File: config.mk
export PLATFORM = sky130hd
export DESIGN_NAME = kinematic_steering_angle
export DESIGN_NICKNAME = d
export VERILOG_FILES = /design/src/rtl/ksa_pkg.sv /design/src/rtl/ksa_mul.sv /design/src/rtl/ksa_cordic.sv /design/src/rtl/kinematic_steering_angle.sv
export SDC_FILE = /design/constraint.sdc
export NUM_CORES = 1
export LEC_CHECK = 0
export ABC_CLOCK_PERIOD_IN_PS = 14700
export BUFFER_PORTS_ARGS = -buffer_cell sky130_fd_sc_hd__buf_2
export CELL_PAD_IN_SITES_DETAIL_PLACEMENT = 1
export CELL_PAD_IN_SITES_GLOBAL_PLACEMENT = 1
export CORE_MARGIN = 4
export CORE_UTILIZATION = 41
export CTS_BUF_LIST = sky130_fd_sc_hd__clkbuf_2 sky130_fd_sc_hd__clkbuf_4 sky130_fd_sc_hd__clkbuf_8
export DETAILED_ROUTE_END_ITERATION = 7
export PLACE_DENSITY_LB_ADDON = 0.1
export SLEW_MARGIN = 5
export SYNTH_ARGS = -nofsm -noshare
export SYNTH_HDL_FRONTEND = slang
export SYNTH_HIERARCHICAL = 1
export SYNTH_SLANG_ARGS = --single-unit
File: constraint.sdc
create_clock -name clk -period 14.7 [get_ports clk]
set_input_delay 2.205 -clock clk [delete_from_list [all_inputs] [get_ports clk]]
set_output_delay 2.205 -clock clk [all_outputs]
set_load 0.1 [all_outputs]
File: src/rtl/ksa_pkg.sv
// Shared constants, codes, types and the arctangent table for the steering angle block.
`default_nettype none
package ksa_pkg;

  // CORDIC sequencing
  localparam int CORDIC_ITERATIONS = 16;
  localparam int ITER_W            = $clog2(CORDIC_ITERATIONS);
  localparam int ATAN_IDX_W        = 5;

  // datapath widths
  localparam int CW         = 36;   // CORDIC x / y
  localparam int ZW         = 19;   // CORDIC angle, Q16 radians
  localparam int YP_W       = 32;   // wheelbase * yaw product
  localparam int MUL_A_W    = ZW;
  localparam int MUL_B_W    = 16;
  localparam int DIGIT_W    = 4;
  localparam int MUL_DIGITS = MUL_B_W / DIGIT_W;
  localparam int MUL_CNT_W  = $clog2(MUL_DIGITS);
  localparam int MUL_HI_W   = MUL_A_W + DIGIT_W + 1;
  localparam int PROD_W     = MUL_A_W + MUL_B_W;
  localparam int OUT_W      = 24;
  localparam int FRAC_SHIFT = 12;
  localparam int SPD_FRAC   = 12;

  // register reset values
  localparam logic [15:0] WHEELBASE_RST   = 16'd678;
  localparam logic [15:0] STEER_RATIO_RST = 16'd4429;
  localparam logic [14:0] MIN_SPEED_RST   = 15'd13;
  localparam logic [4:0]  TIMEOUT_RST     = 5'd12;
  localparam logic [4:0]  AGE_MAX         = 5'd31;

  typedef enum logic [1:0] {
    CMD_YAW   = 2'd0,
    CMD_SPEED = 2'd1,
    CMD_TICK  = 2'd2
  } cmd_t;

  typedef enum logic [1:0] {
    REG_WHEELBASE   = 2'd0,
    REG_STEER_RATIO = 2'd1,
    REG_MIN_SPEED   = 2'd2,
    REG_TIMEOUT     = 2'd3
  } reg_idx_t;

  typedef enum logic [2:0] {
    ST_IDLE,
    ST_MUL_Y,
    ST_CORDIC,
    ST_MUL_S,
    ST_ROUND,
    ST_FIN
  } state_t;

  typedef struct packed {
    logic                       start;
    logic signed [MUL_A_W-1:0]  a;
    logic [MUL_B_W-1:0]         b;
  } mul_req_t;

  typedef struct packed {
    logic                       done;
    logic signed [PROD_W-1:0]   product;
  } mul_rsp_t;

  typedef struct packed {
    logic                       start;
    logic signed [CW-1:0]       x0;
    logic signed [CW-1:0]       y0;
  } cordic_req_t;

  typedef struct packed {
    logic                       done;
    logic signed [ZW-1:0]       angle;
  } cordic_rsp_t;

  // atan(2^-i) in Q16 radians, rounded to nearest
  function automatic logic [15:0] atan_q16(input logic [ATAN_IDX_W-1:0] i);
    logic [15:0] r;
    case (i)
      5'd0:    r = 16'd51472;
      5'd1:    r = 16'd30386;
      5'd2:    r = 16'd16055;
      5'd3:    r = 16'd8150;
      5'd4:    r = 16'd4091;
      5'd5:    r = 16'd2047;
      5'd6:    r = 16'd1024;
      5'd7:    r = 16'd512;
      5'd8:    r = 16'd256;
      5'd9:    r = 16'd128;
      5'd10:   r = 16'd64;
      5'd11:   r = 16'd32;
      5'd12:   r = 16'd16;
      5'd13:   r = 16'd8;
      5'd14:   r = 16'd4;
      5'd15:   r = 16'd2;
      5'd16:   r = 16'd1;
      default: r = 16'd0;
    endcase
    return r;
  endfunction

endpackage
`default_nettype wire

File: src/rtl/ksa_mul.sv
// Radix-16 digit-serial signed by unsigned multiplier, one digit of b per cycle.
`default_nettype none
module ksa_mul
  import ksa_pkg::*;
(
  input  wire logic     clk,
  input  wire logic     rst,
  input  wire mul_req_t req,
  output mul_rsp_t      rsp
);

  logic                       busy;
  logic                       done;
  logic [MUL_CNT_W-1:0]       cnt;
  logic signed [MUL_A_W-1:0]  a_reg;
  logic signed [MUL_HI_W-1:0] hi;
  logic [MUL_B_W-1:0]         lo;
  logic signed [MUL_HI_W-1:0] sum;
  logic [DIGIT_W-1:0]         digit;

  // add one partial product, then shift the pair right by a digit
  assign digit = lo[DIGIT_W-1:0];
  assign sum   = hi + a_reg * $signed({1'b0, digit});

  always_ff @(posedge clk) begin
    if (rst) begin
      busy <= 1'b0;
      done <= 1'b0;
      cnt  <= '0;
    end else begin
      done <= busy && (cnt == MUL_CNT_W'(MUL_DIGITS - 1));
      if (req.start) begin
        busy <= 1'b1;
        cnt  <= '0;
      end else if (busy) begin
        cnt <= cnt + 1'b1;
        if (cnt == MUL_CNT_W'(MUL_DIGITS - 1)) begin
          busy <= 1'b0;
        end
      end
    end
  end

  // operand and product registers
  always_ff @(posedge clk) begin
    if (req.start) begin
      a_reg <= req.a;
      hi    <= '0;
      lo    <= req.b;
    end else if (busy) begin
      hi <= {{DIGIT_W{sum[MUL_HI_W-1]}}, sum[MUL_HI_W-1:DIGIT_W]};
      lo <= {sum[DIGIT_W-1:0], lo[MUL_B_W-1:DIGIT_W]};
    end
  end

  // upper part of the product sits in hi, lower part in lo
  assign rsp.done    = done;
  assign rsp.product = $signed({hi[PROD_W-MUL_B_W-1:0], lo});

endmodule
`default_nettype wire

File: src/rtl/ksa_cordic.sv
// Iterative vectoring CORDIC: one rotation per cycle, angle in Q16 radians.
`default_nettype none
module ksa_cordic
  import ksa_pkg::*;
(
  input  wire logic        clk,
  input  wire logic        rst,
  input  wire cordic_req_t req,
  output cordic_rsp_t      rsp
);

  logic                 busy;
  logic                 done;
  logic [ITER_W-1:0]    cnt;
  logic signed [CW-1:0] x;
  logic signed [CW-1:0] y;
  logic signed [ZW-1:0] z;
  logic signed [CW-1:0] xs;
  logic signed [CW-1:0] ys;
  logic signed [ZW-1:0] ang;

  // floor shifts and table angle for this step
  assign xs  = x >>> cnt;
  assign ys  = y >>> cnt;
  assign ang = ZW'($signed({1'b0, atan_q16(ATAN_IDX_W'(cnt))}));

  always_ff @(posedge clk) begin
    if (rst) begin
      busy <= 1'b0;
      done <= 1'b0;
      cnt  <= '0;
    end else begin
      done <= busy && (cnt == ITER_W'(CORDIC_ITERATIONS - 1));
      if (req.start) begin
        busy <= 1'b1;
        cnt  <= '0;
      end else if (busy) begin
        cnt <= cnt + 1'b1;
        if (cnt == ITER_W'(CORDIC_ITERATIONS - 1)) begin
          busy <= 1'b0;
        end
      end
    end
  end

  // rotate toward the x axis
  always_ff @(posedge clk) begin
    if (req.start) begin
      x <= req.x0;
      y <= req.y0;
      z <= '0;
    end else if (busy) begin
      if (!y[CW-1]) begin
        x <= x + ys;
        y <= y - xs;
        z <= z + ang;
      end else begin
        x <= x - ys;
        y <= y + xs;
        z <= z - ang;
      end
    end
  end

  assign rsp.done  = done;
  assign rsp.angle = z;

endmodule
`default_nettype wire

File: src/rtl/kinematic_steering_angle.sv
// Top level: command/speed holding, tick sequencing and steering output register.
//
// Input channel (in_valid / in_stall) carries one request: cmd, yaw_rate, speed.
//   cmd 0 stores yaw_rate as the new command and clears its age, cmd 1 stores
//   speed, cmd 2 is a control tick, cmd 3 is ignored.
// A tick ages the command; if a command exists and is no older than
//   timeout_ticks it produces one steer_cmd on the output channel
//   (out_valid / out_stall), otherwise nothing.
// A tick steps through a radix-16 multiply for wheelbase * yaw, one CORDIC
//   rotation per cycle, a second multiply by steer_ratio, one rounding state
//   and the output load. A tick with |speed| below min_speed gives 0 without
//   the multiply and CORDIC steps.
// in_stall is high while a tick is being computed, so one tick is worked on
//   at a time; update requests are taken while a result waits on the output.
// If the receiver stalls, the result holds in the output register and a new
//   result waits in the sequencer until the register frees.
// Configuration: cfg_we writes cfg_data into register cfg_index (0 wheelbase,
//   1 steer_ratio, 2 min_speed, 3 timeout_ticks); write only while idle.
// Reset (rst, synchronous) restores register defaults, clears held values,
//   command age and valid flags.
`default_nettype none
module kinematic_steering_angle
  import ksa_pkg::*;
(
  input  wire logic               clk,
  input  wire logic               rst,
  input  wire logic               cfg_we,
  input  wire logic [1:0]         cfg_index,
  input  wire logic [15:0]        cfg_data,
  input  wire logic               in_valid,
  output logic                    in_stall,
  input  wire logic [1:0]         cmd,
  input  wire logic signed [15:0] yaw_rate,
  input  wire logic signed [15:0] speed,
  output logic                    out_valid,
  input  wire logic               out_stall,
  output logic signed [23:0]      steer_cmd
);

  state_t state, state_next;

  logic [15:0]        wheelbase;
  logic [15:0]        steer_ratio;
  logic [14:0]        min_speed;
  logic [4:0]         timeout_ticks;
  logic signed [15:0] held_yaw_rate;
  logic signed [15:0] held_speed;
  logic [4:0]         command_age;
  logic               command_seen;
  logic [OUT_W-1:0]   res;
  logic [OUT_W-1:0]   res_next;
  logic               res_load;
  logic               out_load;
  logic               in_accept;

  mul_req_t    mul_req;
  mul_rsp_t    mul_rsp;
  cordic_req_t cordic_req;
  cordic_rsp_t cordic_rsp;

  logic [4:0]           age_inc;
  logic                 tick_ok;
  logic                 spd_neg;
  logic [15:0]          spd_abs;
  logic                 slow;
  logic signed [CW-1:0] y_ext;
  logic signed [CW-1:0] y0;
  logic signed [CW-1:0] x0;
  logic [PROD_W:0]      p_ext;
  logic                 p_neg;
  logic [PROD_W:0]      mag;
  logic [PROD_W:0]      rsum;
  logic [OUT_W-1:0]     rnd;
  logic [OUT_W-1:0]     rounded;

  ksa_mul u_mul (
    .clk (clk),
    .rst (rst),
    .req (mul_req),
    .rsp (mul_rsp)
  );

  ksa_cordic u_cordic (
    .clk (clk),
    .rst (rst),
    .req (cordic_req),
    .rsp (cordic_rsp)
  );

  assign in_accept = in_valid && !in_stall;

  // tick qualification
  assign age_inc = (command_age != AGE_MAX) ? command_age + 5'd1 : command_age;
  assign tick_ok = command_seen && (age_inc <= timeout_ticks);
  assign spd_neg = held_speed[15];
  assign spd_abs = spd_neg ? 16'(-held_speed) : held_speed;
  assign slow    = spd_abs < {1'b0, min_speed};

  // CORDIC operands: y is negated and x is built from |speed| when speed is negative
  assign y_ext = CW'($signed(mul_rsp.product[YP_W-1:0]));
  assign y0    = spd_neg ? -y_ext : y_ext;
  assign x0    = CW'({spd_abs, {SPD_FRAC{1'b0}}});

  // round magnitude half away from zero, then saturate
  assign p_ext   = {mul_rsp.product[PROD_W-1], mul_rsp.product};
  assign p_neg   = mul_rsp.product[PROD_W-1];
  assign mag     = p_neg ? -p_ext : p_ext;
  assign rsum    = mag + (PROD_W + 1)'(1 << (FRAC_SHIFT - 1));
  assign rnd     = rsum[PROD_W:FRAC_SHIFT];
  assign rounded = p_neg ? (rnd[OUT_W-1] ? {1'b1, {(OUT_W-1){1'b0}}} : -rnd)
                         : (rnd[OUT_W-1] ? {1'b0, {(OUT_W-1){1'b1}}} : rnd);

  // sequencer state register
  always_ff @(posedge clk) begin
    if (rst) begin
      state <= ST_IDLE;
    end else begin
      state <= state_next;
    end
  end

  // sequencer next state and unit requests
  always_comb begin
    state_next = state;
    in_stall   = 1'b1;
    mul_req    = '0;
    cordic_req = '0;
    res_next   = '0;
    res_load   = 1'b0;
    out_load   = 1'b0;
    case (state)
      ST_IDLE: begin
        in_stall = 1'b0;
        if (in_valid && cmd == CMD_TICK && tick_ok) begin
          if (slow) begin
            res_load   = 1'b1;
            state_next = ST_FIN;
          end else begin
            mul_req.start = 1'b1;
            mul_req.a     = MUL_A_W'(held_yaw_rate);
            mul_req.b     = wheelbase;
            state_next    = ST_MUL_Y;
          end
        end
      end
      ST_MUL_Y: begin
        if (mul_rsp.done) begin
          cordic_req.start = 1'b1;
          cordic_req.x0    = x0;
          cordic_req.y0    = y0;
          state_next       = ST_CORDIC;
        end
      end
      ST_CORDIC: begin
        if (cordic_rsp.done) begin
          mul_req.start = 1'b1;
          mul_req.a     = cordic_rsp.angle;
          mul_req.b     = steer_ratio;
          state_next    = ST_MUL_S;
        end
      end
      ST_MUL_S: begin
        if (mul_rsp.done) begin
          state_next = ST_ROUND;
        end
      end
      ST_ROUND: begin
        res_next   = rounded;
        res_load   = 1'b1;
        state_next = ST_FIN;
      end
      ST_FIN: begin
        if (!out_valid || !out_stall) begin
          out_load   = 1'b1;
          state_next = ST_IDLE;
        end
      end
      default: begin
        state_next = ST_IDLE;
      end
    endcase
  end

  // configuration registers
  always_ff @(posedge clk) begin
    if (rst) begin
      wheelbase     <= WHEELBASE_RST;
      steer_ratio   <= STEER_RATIO_RST;
      min_speed     <= MIN_SPEED_RST;
      timeout_ticks <= TIMEOUT_RST;
    end else if (cfg_we) begin
      case (cfg_index)
        REG_WHEELBASE:   wheelbase     <= cfg_data;
        REG_STEER_RATIO: steer_ratio   <= cfg_data;
        REG_MIN_SPEED:   min_speed     <= cfg_data[14:0];
        REG_TIMEOUT:     timeout_ticks <= cfg_data[4:0];
        default: ;
      endcase
    end
  end

  // held command, speed and command age
  always_ff @(posedge clk) begin
    if (rst) begin
      held_yaw_rate <= '0;
      held_speed    <= '0;
      command_age   <= '0;
      command_seen  <= 1'b0;
    end else if (in_accept) begin
      if (cmd == CMD_YAW) begin
        held_yaw_rate <= yaw_rate;
        command_age   <= '0;
        command_seen  <= 1'b1;
      end else if (cmd == CMD_SPEED) begin
        held_speed <= speed;
      end else if (cmd == CMD_TICK) begin
        command_age <= age_inc;
      end
    end
  end

  // result holding register
  always_ff @(posedge clk) begin
    if (res_load) begin
      res <= res_next;
    end
  end

  // output register
  always_ff @(posedge clk) begin
    if (rst) begin
      out_valid <= 1'b0;
    end else if (out_load) begin
      out_valid <= 1'b1;
    end else if (!out_stall) begin
      out_valid <= 1'b0;
    end
  end

  always_ff @(posedge clk) begin
    if (out_load) begin
      steer_cmd <= res;
    end
  end

  // multiplier finishes only while the sequencer waits on it
  a_mul_done_state: assert property (@(posedge clk) disable iff (rst)
    mul_rsp.done |-> (state == ST_MUL_Y || state == ST_MUL_S))
    else $error("multiplier done outside a multiply state");

  // CORDIC finishes only while the sequencer waits on it
  a_cordic_done_state: assert property (@(posedge clk) disable iff (rst)
    cordic_rsp.done |-> state == ST_CORDIC)
    else $error("CORDIC done outside the CORDIC state");

  // a new command resets its age
  a_cmd_fresh: assert property (@(posedge clk) disable iff (rst)
    (in_accept && cmd == CMD_YAW) |=> (command_age == '0 && command_seen))
    else $error("yaw command did not reset age");

  // a finished result is handed to a free output register
  a_fin_load: assert property (@(posedge clk) disable iff (rst)
    (state == ST_FIN && !(out_valid && out_stall)) |=> (out_valid && state == ST_IDLE))
    else $error("finished result not loaded into output register");

endmodule
`default_nettype wire

### Word level (Yosys, flattened, before mapping)

Memory sizes are Yosys's and may differ from the RTL's. A register that Yosys moved wholly into a read port is not among the register bits.
Cells that the tools add are included.

* register bits: 298
* ROM bits: 256
* input bits: 57
* output and inout port bits: 26
* word-level logic and storage cells: 139
* memories: 1

* add/subtract/negate cells: 15
* multiply operators: 1
* magnitude comparators: 2
* equality and inequality tests: 20
* shift-type cells: 2
* mux-type cells: 48
* bitwise operators: 1
* reduce and logical (&&, ||, !) cells: 25

Memories
* (name not given): words 16, bits a word 16, rd ports 1, clocked after memory_dff 1, wr ports 0, RTL line ksa_pkg.sv:79 `case (i)`

Operators by type and width (count)
* 36-bit 2-to-1 mux: 11
* 73-bit 2-to-1 mux: 2
* 36-bit adder: 2
* 36-bit one-hot mux with 2 select lines: 1
* 36-bit by 4-bit >>> shifter with 36-bit output: 2
* 36-bit subtractor: 2
* 16-bit 2-to-1 mux: 3
* 24-bit 2-to-1 mux: 2
* 36-bit by 12-bit adder with 36-bit output, second input constant: 1
* 32-bit negation with 36-bit output: 1
* 36-bit negation: 1
* 20-bit by 24-bit adder with 24-bit output: 1
* 19-bit by 5-bit multiplier with 24-bit output: 1
* 24-bit negation: 1
* 23-bit 2-to-1 mux: 1
* 5-bit 2-to-1 mux: 4
* 19-bit by 17-bit adder with 19-bit output: 1
* 19-bit 2-to-1 mux: 1
* 19-bit by 17-bit subtractor with 19-bit output: 1
* 3-bit 2-to-1 mux: 6
* 3-bit one-hot mux with 6 select lines: 1
* 16-bit by 15-bit less-than comparator with 1-bit output: 1
* 16-bit negation: 1
* 1-bit 2-to-1 mux: 13
* 26 further kinds: 53

### Longest topological paths before layout

Gate-level depths: netlist (run 1).

* depth after elaboration: 8
* depth in mapped cells: 28
* mapped depth without buffers: 20

### Cells and area by module

The synthesis (run 1) kept the hierarchy.

Modules (own cells, without submodules)
* ksa_cordic: times used 1, cells each 1735, area an instance 14525.2 um^2, sequential area each 2982.9 um^2
* kinematic_steering_angle: times used 1, cells each 1187, area an instance 9540.4 um^2, sequential area each 3323.2 um^2
* ksa_mul: times used 1, cells each 580, area an instance 5591.6 um^2, sequential area each 1531.5 um^2

### Least setup slack after synthesis (run 1)

OpenSTA, ideal clock, no wires.

* path type: register -> register
* start point: register u_cordic.cnt[0]
* end point: register u_cordic.y[34], data pin
* setup time: 0.158 ns
* arrival: 5.702 ns
* data required time: 14.542 ns
* path slack: 8.840 ns
* stages on the path, launching flop included: 27
* buffers on the path: 8
* period minus slack after synthesis: 5.860 ns
* cells stage by stage: dfxtp_1 buf_2 buf_1 clkbuf_1 clkbuf_1 buf_2 buf_1 nand2_1 a21oi_1 a21oi_1 ha_1 and3b_1 clkbuf_1 nand3_1 nand2_1 xnor2_1 ha_1 clkbuf_1 o21ai_0 a21oi_1 a221o_1 and2_1 a2111o_1 nand3_1 a41oi_1 a311o_1 o211ai_1

* longest elaborated chain between the ends: 5
* elaborated cells on any way between the ends: 6
* classes of those cells: add/sub: 2; shift: 1; mux: 3

Ends and longest elaborated chain
* from (decl): RTL line ksa_cordic.sv:14 `logic [ITER_W-1:0] cnt;`
* from (signal assigned): RTL line ksa_cordic.sv:38 `cnt <= cnt + 1'b1;`
* 36-bit by 4-bit >>> shifter with 36-bit output *: RTL line ksa_cordic.sv:23 `assign xs = x >>> cnt;`
* 36-bit subtractor / 36-bit adder (equally long branches): RTL line ksa_cordic.sv:55, ksa_cordic.sv:59
* 36-bit 2-to-1 mux *: RTL line ksa_cordic.sv:53 `if (!y[CW-1]) begin`
* 36-bit 2-to-1 mux *: RTL line ksa_cordic.sv:52 `end else if (busy) begin`
* 36-bit 2-to-1 mux *: RTL line ksa_cordic.sv:48 `if (req.start) begin`
* to (signal assigned): RTL line ksa_cordic.sv:50 `y <= req.y0;`
* to (signal assigned): RTL line ksa_cordic.sv:55 `y <= y - xs;`
* to (signal assigned): RTL line ksa_cordic.sv:59 `y <= y + xs;`
* to (decl): RTL line ksa_cordic.sv:16 `logic signed [CW-1:0] y;`

Mark *: on every way between the ends. The rest lies on a longest branch, timed or not. The select of a mux whose other input is x is not followed.
A chain may end at the register's enable or synchronous reset.

### Final worst setup path (run 1)

* start point: register u_cordic.cnt[1]
* end point: register u_cordic.x[35], data pin

* longest elaborated chain between the ends: 5
* elaborated cells on any way between the ends: 6
* classes of those cells: add/sub: 2; shift: 1; mux: 3

Ends and longest elaborated chain
* 36-bit by 4-bit >>> shifter with 36-bit output *: RTL line ksa_cordic.sv:24 `assign ys = y >>> cnt;`
* 36-bit adder / 36-bit subtractor (equally long branches): RTL line ksa_cordic.sv:54, ksa_cordic.sv:58
* 36-bit 2-to-1 mux *: RTL line ksa_cordic.sv:53
* 36-bit 2-to-1 mux *: RTL line ksa_cordic.sv:52
* 36-bit 2-to-1 mux *: RTL line ksa_cordic.sv:48
* to (signal assigned): RTL line ksa_cordic.sv:49 `x <= req.x0;`
* to (signal assigned): RTL line ksa_cordic.sv:54 `x <= x + ys;`
* to (signal assigned): RTL line ksa_cordic.sv:58 `x <= x - ys;`
* to (decl): RTL line ksa_cordic.sv:15 `logic signed [CW-1:0] x;`

Marks and branches as above.

==> results.toml, run 1 <==
[outcome]
outcome = "completed"

[sta]
rsz0062_at_grt = "no"
fin_crit_ns = 7.05
final.setup.tns_ns = 0
setup_viol = 0
fmax_mhz = 142
slew-limit-headroom = 0.191
holdWs_ns = 0.412
post-route-period-util = 0.480
drv_slew = 0
finalClockSkew_ns = 0.0252
tightest_slew_ns = 1.21
hold_viol = 0

[synthesis]
synth_mux_area_frac = 0.103
ys_seq_area_frac = 0.264
synth_seq_cells = 314
synth-edff-count = 155
yosysMostFrequentCell = "nand2_1"
synthXorXnorAreaFrac = 0.0774
synth_top_area_frac = 0.157
synth_top_family_by_area = "simple AND/OR/NAND/NOR gates"
yosysTopAreaCell = "edfxtp_1"
synth.top_cells.by_count = "nand2_1, a21oi_1, nor2_1"
syn_area_um2 = 29700
syn_avg_cell_area_um2 = 8.47
yosysWarnings = 6
ys_types = 107
synthTopCellsByArea = "edfxtp_1, dfxtp_1, ha_1, nand2_1, mux4_2"
synth-main-ff-cell = "dfxtp_1"
synth-simple-area-share = 0.206
ys_async_sr_fraction = 0
yosys.area_share.adder = 0.113
synth_compound_area_frac = 0.177
syn_inst = 3502

[worst_hold_path]
min_path_type = "reg2reg"

[detailed_routing]
wirelength_um = 98900
vias = 26400
routedWlPerCell_um = 22.1
first_pass_iters = 5
dr.first_iter.drc_count = 1695
via_per_inst = 5.88
drc_errors = 0
ant_nets = 0

[setup_path]
cp_data_arrival_time_ns = 7.52
reg2reg_slack_ns = 7.65
crit_slowest_cell = "a2111oi_2"
cp_max_fo = 53
cpPeakStageDelay_ns = 0.82
crit_required_ns = 15.17
path_cells = "buf_4 > mux4_2 > mux2i_1 > nand4_1 > a221oi_2 > nand4_1 > a2111oi_2 > nand3_1 > o21ai_0 > ha_1 > a21oi_1 > o21ai_0 > a21oi_1 > o21ai_0 > nor3_1 > a21oi_1 > a211oi_1 > xnor3_1 > mux2_4"
critPathLaunchType = "flop"
end_kind = "flop"
critPathKind = "reg2reg"

[clock_tree]
post_cts_buffers = 0
hold_buffers = 0
clk_latency_ns = 0.72
htree_num_levels = 2
cts_buffers = 61
cts_tree = "done"
ctsResizeCount = 0
ctsLongestPathBuffers = 3
cts.sinks = 314
clkTransAtPathRegs_ns = 0.06
root_buffer = "clkbuf_8"

[placement]
gp_congestion = 0.916
numPortBuffers = 82
place_area_um2 = 30600
dp_hpwl_um = 76600

[cells_and_area]
drive_above_1_share = 0.115
area_growth_pct = 7.98
final_area_um2 = 32000
utilization = 0.447
top_regs = "u_cordic/x x36, u_cordic/y x36"
finalNetCount = 3765

[pwr]
p_per_area_nw_per_um2 = 89.2
fin_total_pwr_uw = 2860
leakagePower_uw = 0.0125
peakVddDrop_v = 0.0000700

[grt]
grt_pass1_vias = 27400
grt_max_degree = 76
grt.overflow.total = 0
grt_pass1_wl_um = 157000
antenna_found_initial = 2
grt.total_usage = 0.251

[die]
io_pins = 83
die_w_um = 277
floorplan.initialDensity = 0.414
die_h_um = 277
coreArea_um2 = 71600
core.rowCount = 98
die-area_um2 = 76700

[run]
max-cap-violations = 0
## worst paths after layout
path                                      from                        to  cells past startpoint
setup / recovery  u_cordic/cnt[1]$_SDFFE_PP0P_  u_cordic/x[35]$_DFFE_PP_                     19
hold / removal            res[6]$_SDFFCE_PN0P_    steer_cmd[6]$_DFFE_PP_                      0
setup reg to reg  u_cordic/cnt[1]$_SDFFE_PP0P_  u_cordic/x[35]$_DFFE_PP_                     19
hold reg to reg           res[6]$_SDFFCE_PN0P_    steer_cmd[6]$_DFFE_PP_                      0
## worst max-delay path: cells and delay by family (launching register included)
family | cells | cell delay (ns)
adders and majority gates | 1 | 0.32
and+or+nand+nor | 4 | 1.06
muxes | 3 | 1.25
buffers and inverters | 1 | 0.77
AOI/OAI and AO/OA | 9 | 2.33
xor gates and xnor gates | 1 | 0.25
DFF | 1 | 0.79
## stage by stage
| step | instances | worst slack [ns] |
|---|---|---|
| 6_report | 4480 | 7.65 |
| 5_1_grt | 4480 | 7.07 |
| 4_1_cts | 4479 | 7.68 |
| 3_5_place_dp | 4363 | 7.68 |
| 3_3_place_gp | 4363 | 7.92 |
| 2_1_floorplan | 3521 | 8.84 |
## logic make-up (layout without fill, tap and decap cells)
group                      after synthesis  count (layout)
and+or+nand+nor                       1250            1250
AOI/OAI and AO/OA                      809             809
buffers and inverters                  421             429
DFF                                    314             314
xor gates and xnor gates               259             259
adders and majority gates              232             232
muxes                                  216             216
other                                    1              21
## cell usage in the layout (no fill, tap or decap), types with 38 or more instances in the layout
cell type / n
mux4_2: 63
ha_1: 171
dfxtp_1: 153
nand3_1: 77
xnor2_1: 150
nor2_1: 231
mux2_2: 49
clkbuf_8: 70
edfxtp_1: 155
a21o_1: 49
a22o_1: 38
mux2i_1: 98
a211oi_1: 38
nand2_1: 483
and2_1: 67
xor2_1: 107
inv_1: 202
fa_1: 61
a21oi_1: 250
o21ai_0: 167
buf_2: 81
nor3_1: 81
## power by group
group | total [µW] | internal, µW | switching (µW) | leakage (µW)
Combinational | 757 | 306 | 451 | 0.00903
Clock | 1020 | 581 | 437 | 0.000745
Sequential | 1080 | 967 | 114 | 0.00274
## cell type report
class,instances,area [µm²]
diodes,1,2.50
inverters,206,776
clock inverters,33,360
flip-flops and latches,314,7860
well taps,950,1190
repair buffers,107,601
multi-input cells,2786,20200
clock buffers,83,1060
fillers,8497,39600
## metal layers
layer,wire length (µm),GRT usage,up-vias
li1,-,-,12500
met1,46000,0.344,13200
met2,46700,0.421,510
met3,3590,0.0290,134
met4,2520,0.0657,2
met5,13,0,-
Power figures use the tool's default switching activity.
==> inputs of run 2 (changes only) <==
--- a/config.mk
+++ b/config.mk
@@ -5,7 +5,7 @@
 export SDC_FILE = /design/constraint.sdc
 export NUM_CORES = 1
 export LEC_CHECK = 0
-export ABC_CLOCK_PERIOD_IN_PS = 14700
+export ABC_CLOCK_PERIOD_IN_PS = 6220
 export BUFFER_PORTS_ARGS = -buffer_cell sky130_fd_sc_hd__buf_2
 export CELL_PAD_IN_SITES_DETAIL_PLACEMENT = 1
 export CELL_PAD_IN_SITES_GLOBAL_PLACEMENT = 1
==> constraint.sdc (replaced) <==
create_clock -name clk -period 6.22 [get_ports clk]
set_input_delay 0.933 -clock clk [delete_from_list [all_inputs] [get_ports clk]]
set_output_delay 0.933 -clock clk [all_outputs]
set_load 0.1 [all_outputs]
==> run 2 against run 1 <==
Compared with the run above: register-to-register slack worse by 7.3 ns; core utilization is 0.57 points higher; clock skew is 0.022 ns higher; wire length is 1.5% higher; sequential cell count stayed put.
==> results.toml, run 2 (same netlist as run 1, synthesis figures left out) <==
[die]
floorplan.initialDensity = 0.414
die_h_um = 277
die_w_um = 277
coreArea_um2 = 71600
die-area_um2 = 76700
core.rowCount = 98
io_pins = 83

[detailed_routing]
vias = 26700
dr.first_iter.drc_count = 1531
drc_errors = 0
first_pass_iters = 5
wl_met3_um = 4540
routedWlPerCell_um = 22.2
ant_nets = 0
wirelength_um = 100000
via_per_inst = 5.90
met2_length_um = 46500
m1WireLength_um = 46300
top_layer = "met5"

[clock_tree]
clkTransAtPathRegs_ns = 0.06
root_buffer = "clkbuf_8"
cts_buffers = 66
cts_tree = "done"
hold_buffers = 0
clk_latency_ns = 0.68
cts.sinks = 314
htree_num_levels = 3
ctsLongestPathBuffers = 3

[placement]
gp_congestion = 0.887
numPortBuffers = 82
place_area_um2 = 30900
dp_hpwl_um = 77500

[grt]
grt.overflow.total = 0
grt.total_usage = 0.253
grt_pass1_wl_um = 157000
antenna_found_initial = 5
grt_max_degree = 91
grt_pass1_vias = 27300

[cells_and_area]
nFillCells = 8523
area_growth_pct = 9.34
layout_commonest_cell = "nand2_1"
register_area_um2 = 7860
top_regs = "u_cordic/x x36, u_cordic/y x36"
multi_input_area_um2 = 20200
finalNetCount = 3814
final_cell_mix = "nand2_1, a21oi_1, nor2_1"
final_area_um2 = 32400
drive_above_1_share = 0.128
utilization = 0.453

[sta]
post-route-period-util = 0.937
setup_viol = 0
fmax_mhz = 172
drv_slew = 0
final.setup.tns_ns = 0
hold_viol = 0
slew-limit-headroom = 0.224
fin_crit_ns = 5.83
rsz0062_at_grt = "no"
finalClockSkew_ns = 0.0469
tightest_slew_ns = 1.16

[pwr]
peakVddDrop_v = 0.000161
leakagePower_uw = 0.0128
p_per_area_nw_per_um2 = 209
fin_total_pwr_uw = 6790

[worst_hold_path]
min_path_type = "reg2reg"

[setup_path]
crit_required_ns = 6.71
critPathKind = "reg2reg"
cp_data_arrival_time_ns = 6.32
cp_max_fo = 19
end_kind = "flop"
critPathLaunchType = "flop"

[run]
max-cap-violations = 0

[outcome]
outcome = "completed"
## run 2: cell types whose count changed in the layout (fill, tap and decap cells not counted), sizes merged
cell      delta
clkinv       -3
bufinv       -3
clkinvlp     +1
diode        +1
clkbuf       +8
buf         +44
inv          +3
## run 2: layer usage
| metal | vias to the layer above | GRT usage |
|---|---|---|
| li1 | 12600 | - |
| met3 | 156 | 0.0422 |
| met5 | - | 0 |
| met4 | 6 | 0.0746 |
| met2 | 544 | 0.415 |
| met1 | 13400 | 0.345 |
## run 2: power breakdown
group          total, µW  switching, µW  internal, µW
clock network       2450           1100          1350
registers           2560            277          2290
logic               1780           1050           725
## run 2: final timing paths
| kind | startpoint | endpoint | slack (ns) | cells past startpoint |
|---|---|---|---|---|
| worst max register to register | u_cordic/cnt[1]$_SDFFE_PP0P_ | u_cordic/y[34]$_DFFE_PP_ | 0.39 | 19 |
| worst max-delay path | u_cordic/cnt[1]$_SDFFE_PP0P_ | u_cordic/y[34]$_DFFE_PP_ | 0.39 | 19 |
| worst min-delay path | res[20]$_SDFFCE_PN0P_ | steer_cmd[20]$_DFFE_PP_ | 0.41 | 0 |
| worst min register to register | res[20]$_SDFFCE_PN0P_ | steer_cmd[20]$_DFFE_PP_ | 0.41 | 0 |
## run 2: per-stage QoR
step,cells,hold slack [ns],worst slack [ns]
2_1_floorplan,3521,0.400,0.360
3_3_place_gp,4403,0.405,0.372
3_5_place_dp,4403,0.406,0.197
4_1_cts,4525,0.416,0.139
5_1_grt,4530,0.435,0.00957
6_report,4531,0.414,0.392
## run 2: worst max-delay path, stage by stage (launching register included)
cell and delay, ns:
dfxtp_4 0.56, buf_12 0.24, mux4_2 0.54, mux2_2 0.31
mux2_2 0.30, nor2b_1 0.14, nor2b_1 0.33, nand2_1 0.10
o21ai_0 0.25, xnor2_1 0.14, ha_1 0.35, o21ai_0 0.37
o21ai_0 0.18, a221o_1 0.34, and2_1 0.18, a2111o_1 0.42
nand3_1 0.11, a41oi_1 0.26, a311o_1 0.43, o211ai_1 0.09
## run 2: what timing repair did
item,in CTS,in global routing
buffers inserted,0,4
setup endpoints to repair,0,14
resized for setup,0,0
## run 2: area by class of cell
type,count,area share
multi-input combinational,2786,0.622
tap,950,0.0367
clock inverter,31,0.00934
timing repair buffer,151,0.0301
antenna,2,0.000154
clock buffer,91,0.0353
inverter,206,0.0239
sequential,314,0.242
==> inputs of run 3 (changes only) <==
--- a/config.mk
+++ b/config.mk
@@ -5,11 +5,12 @@
 export SDC_FILE = /design/constraint.sdc
 export NUM_CORES = 1
 export LEC_CHECK = 0
+export ABC_AREA = 1
 export ABC_CLOCK_PERIOD_IN_PS = 6220
 export BUFFER_PORTS_ARGS = -buffer_cell sky130_fd_sc_hd__buf_2
 export CELL_PAD_IN_SITES_DETAIL_PLACEMENT = 1
 export CELL_PAD_IN_SITES_GLOBAL_PLACEMENT = 1
-export CORE_MARGIN = 4
+export CORE_MARGIN = 8
 export CORE_UTILIZATION = 41
 export CTS_BUF_LIST = sky130_fd_sc_hd__clkbuf_2 sky130_fd_sc_hd__clkbuf_4 sky130_fd_sc_hd__clkbuf_8
 export DETAILED_ROUTE_END_ITERATION = 7
==> run 3 against run 2 <==
Compared with the run above: via count grew 22%; critical path depth grew 5; sequential cell count is the same; die area grew 11%; clock skew grew 0.020 ns; hold slack lost 0.0042 ns; core utilization shrank 0.80 points; synthesized cell count grew 41%; critical path type unchanged; critical endpoint is now u_cordic/x[27]$_DFFE_PP_.
==> results.toml, run 3 <==
[placement]
numPortBuffers = 82
dp_hpwl_um = 99400
gp_congestion = 0.961
place_area_um2 = 32300

[grt]
grt_pass1_wl_um = 190000
grt.total_usage = 0.280
grt_max_degree = 76
grt.overflow.total = 0
grt_pass1_vias = 32600
antenna_found_initial = 3

[sta]
tightest_slew_ns = 1.15
finalClockSkew_ns = 0.0668
holdWs_ns = 0.410
final.setup.tns_ns = 0
post-route-period-util = 0.866
rsz0062_at_grt = "no"
hold_viol = 0
fin_crit_ns = 5.39
setup_viol = 0
fmax_mhz = 186
slew-limit-headroom = 0.236
drv_slew = 0

[cells_and_area]
finalNetCount = 5226
final_area_um2 = 33700
area_growth_pct = 7.84
drive_above_1_share = 0.0884
final_cell_mix = "nand2_1, inv_1, nand3_1"
top_regs = "u_cordic/x x36, u_cordic/y x36"
layout_commonest_cell = "nand2_1"
utilization = 0.445

[clock_tree]
htree_num_levels = 2
cts_tree = "done"
post_cts_buffers = 0
cts_buffers = 58
clkTransAtPathRegs_ns = 0.07
ctsResizeCount = 0
clk_latency_ns = 0.72
ctsLongestPathBuffers = 3
root_buffer = "clkbuf_8"
cts.sinks = 314
hold_buffers = 0

[die]
io_pins = 83
die-area_um2 = 85300
coreArea_um2 = 75700
core.rowCount = 101
floorplan.initialDensity = 0.413
die_h_um = 292
die_w_um = 292

[setup_path]
end_kind = "flop"
cp_max_fo = 70
crit_required_ns = 6.61
critPathKind = "reg2reg"
critPathLaunchType = "flop"
cp_data_arrival_time_ns = 5.78

[synthesis]
synth_top_area_frac = 0.169
syn_area_um2 = 31200
syn_avg_cell_area_um2 = 6.34
synth_seq_cells = 314
ys_seq_area_frac = 0.251
synth-edff-count = 155
syn_inst = 4923
ys_types = 62
synth-main-ff-cell = "dfxtp_1"
yosysTopAreaCell = "nand2_1"
synth.top_cells.by_count = "nand2_1, inv_1, nand3_1"
synthTopCellsByArea = "nand2_1, edfxtp_1, dfxtp_1, nand3_1, inv_1"
yosysMostFrequentCell = "nand2_1"
yosysWarnings = 6
ys_async_sr_fraction = 0

[outcome]
outcome = "completed"

[detailed_routing]
wirelength_um = 123000
first_pass_iters = 5
ant_nets = 0
via_per_inst = 5.48
routedWlPerCell_um = 20.6
drc_errors = 0
dr.first_iter.drc_count = 2335
vias = 32700

[pwr]
peakVddDrop_v = 0.000174
leakagePower_uw = 0.0160
p_per_area_nw_per_um2 = 256

[worst_hold_path]
min_path_type = "reg2reg"

[run]
max-cap-violations = 0
-- run 3: changes by cell type after synthesis, moves of 63 or more --
cell / delta
nand3_1: +494
xnor2_1: -112
inv_1: +384
nand2_1: +918
and2_1: -65
mux2i_1: -98
nor2_1: +280
o21ai_0: +118
mux4_2: -63
-- run 3: critical path, cell delays in order (launching register included) --
cell and delay, ns:
dfxtp_2 0.33, buf_4 0.60, nand3_1 0.20, nand3_1 0.16, nand3_1 0.08, nand2_1 0.16
ha_1 0.19, inv_1 0.06, nor3_2 0.27, nand2_1 0.17, nor3_2 0.29, a21oi_1 0.13
xor2_1 0.17, ha_1 0.36, a21oi_1 0.15, inv_1 0.07, a31oi_1 0.15, o21ai_0 0.12
inv_1 0.06, nand2_1 0.06, a21oi_1 0.42, o21ai_0 0.30, or2_2 0.34, nand3_1 0.07
nand2_1 0.10
-- run 3: cell type report --
type,count,area [µm²]
Timing Repair Buffer,118,681
Antenna cell,2,5.00
Clock inverter,18,204
Sequential cell,314,7850
Fill cell,10300,42000
Clock buffer,91,1120
Tap cell,978,1220
Inverter,608,2280
Multi-Input combinational cell,3837,20300
-- run 3: cells by family after synthesis --
| family | synth area share |
|---|---|
| muxes | 0.000361 |
| and+or+nand+nor | 0.386 |
| other | 0.000120 |
| adders and majority gates | 0.108 |
| xor gates and xnor gates | 0.0314 |
| AOI/OAI and AO/OA | 0.121 |
| buffers and inverters | 0.102 |
| DFF | 0.251 |
-- run 3: through the flow --
step,setup WS (ns),std cells,power (µW)
floorplan,1.71,4942,5170
global placement,0.988,5855,6260
detailed placement,0.930,5855,6330
CTS,0.852,5964,8680
global route,0.394,5966,9180
finish,0.831,5966,8610
-- run 3: where the power goes --
part / total (µW) / leakage [µW] / internal, µW / switching (µW)
combinational: 3630 / 0.0125 / 972 / 2650
sequential: 2670 / 0.00276 / 2410 / 260
clock: 2310 / 0.000703 / 1290 / 1020
total: 8610 / 0.0160 / 4670 / 3930
-- run 3: worst paths after layout --
check / to / slack (ns) / cells after the start / start
min: steer_cmd[4]$_DFFE_PP_ / 0.41 / 0 / res[4]$_SDFFCE_PN0P_
min reg2reg: steer_cmd[4]$_DFFE_PP_ / 0.41 / 0 / res[4]$_SDFFCE_PN0P_
max: u_cordic/x[27]$_DFFE_PP_ / 0.83 / 24 / u_cordic/cnt[1]$_SDFFE_PP0P_
max reg2reg: u_cordic/x[27]$_DFFE_PP_ / 0.83 / 24 / u_cordic/cnt[1]$_SDFFE_PP0P_
-- run 3: per-layer routing --
layer,global-route usage,vias up,share of wire
li1,-,16000,-
met1,0.401,15900,0.48
met2,0.445,668,0.44
met3,0.0281,155,0.043
met4,0.0828,0,0.030
met5,0,-,0
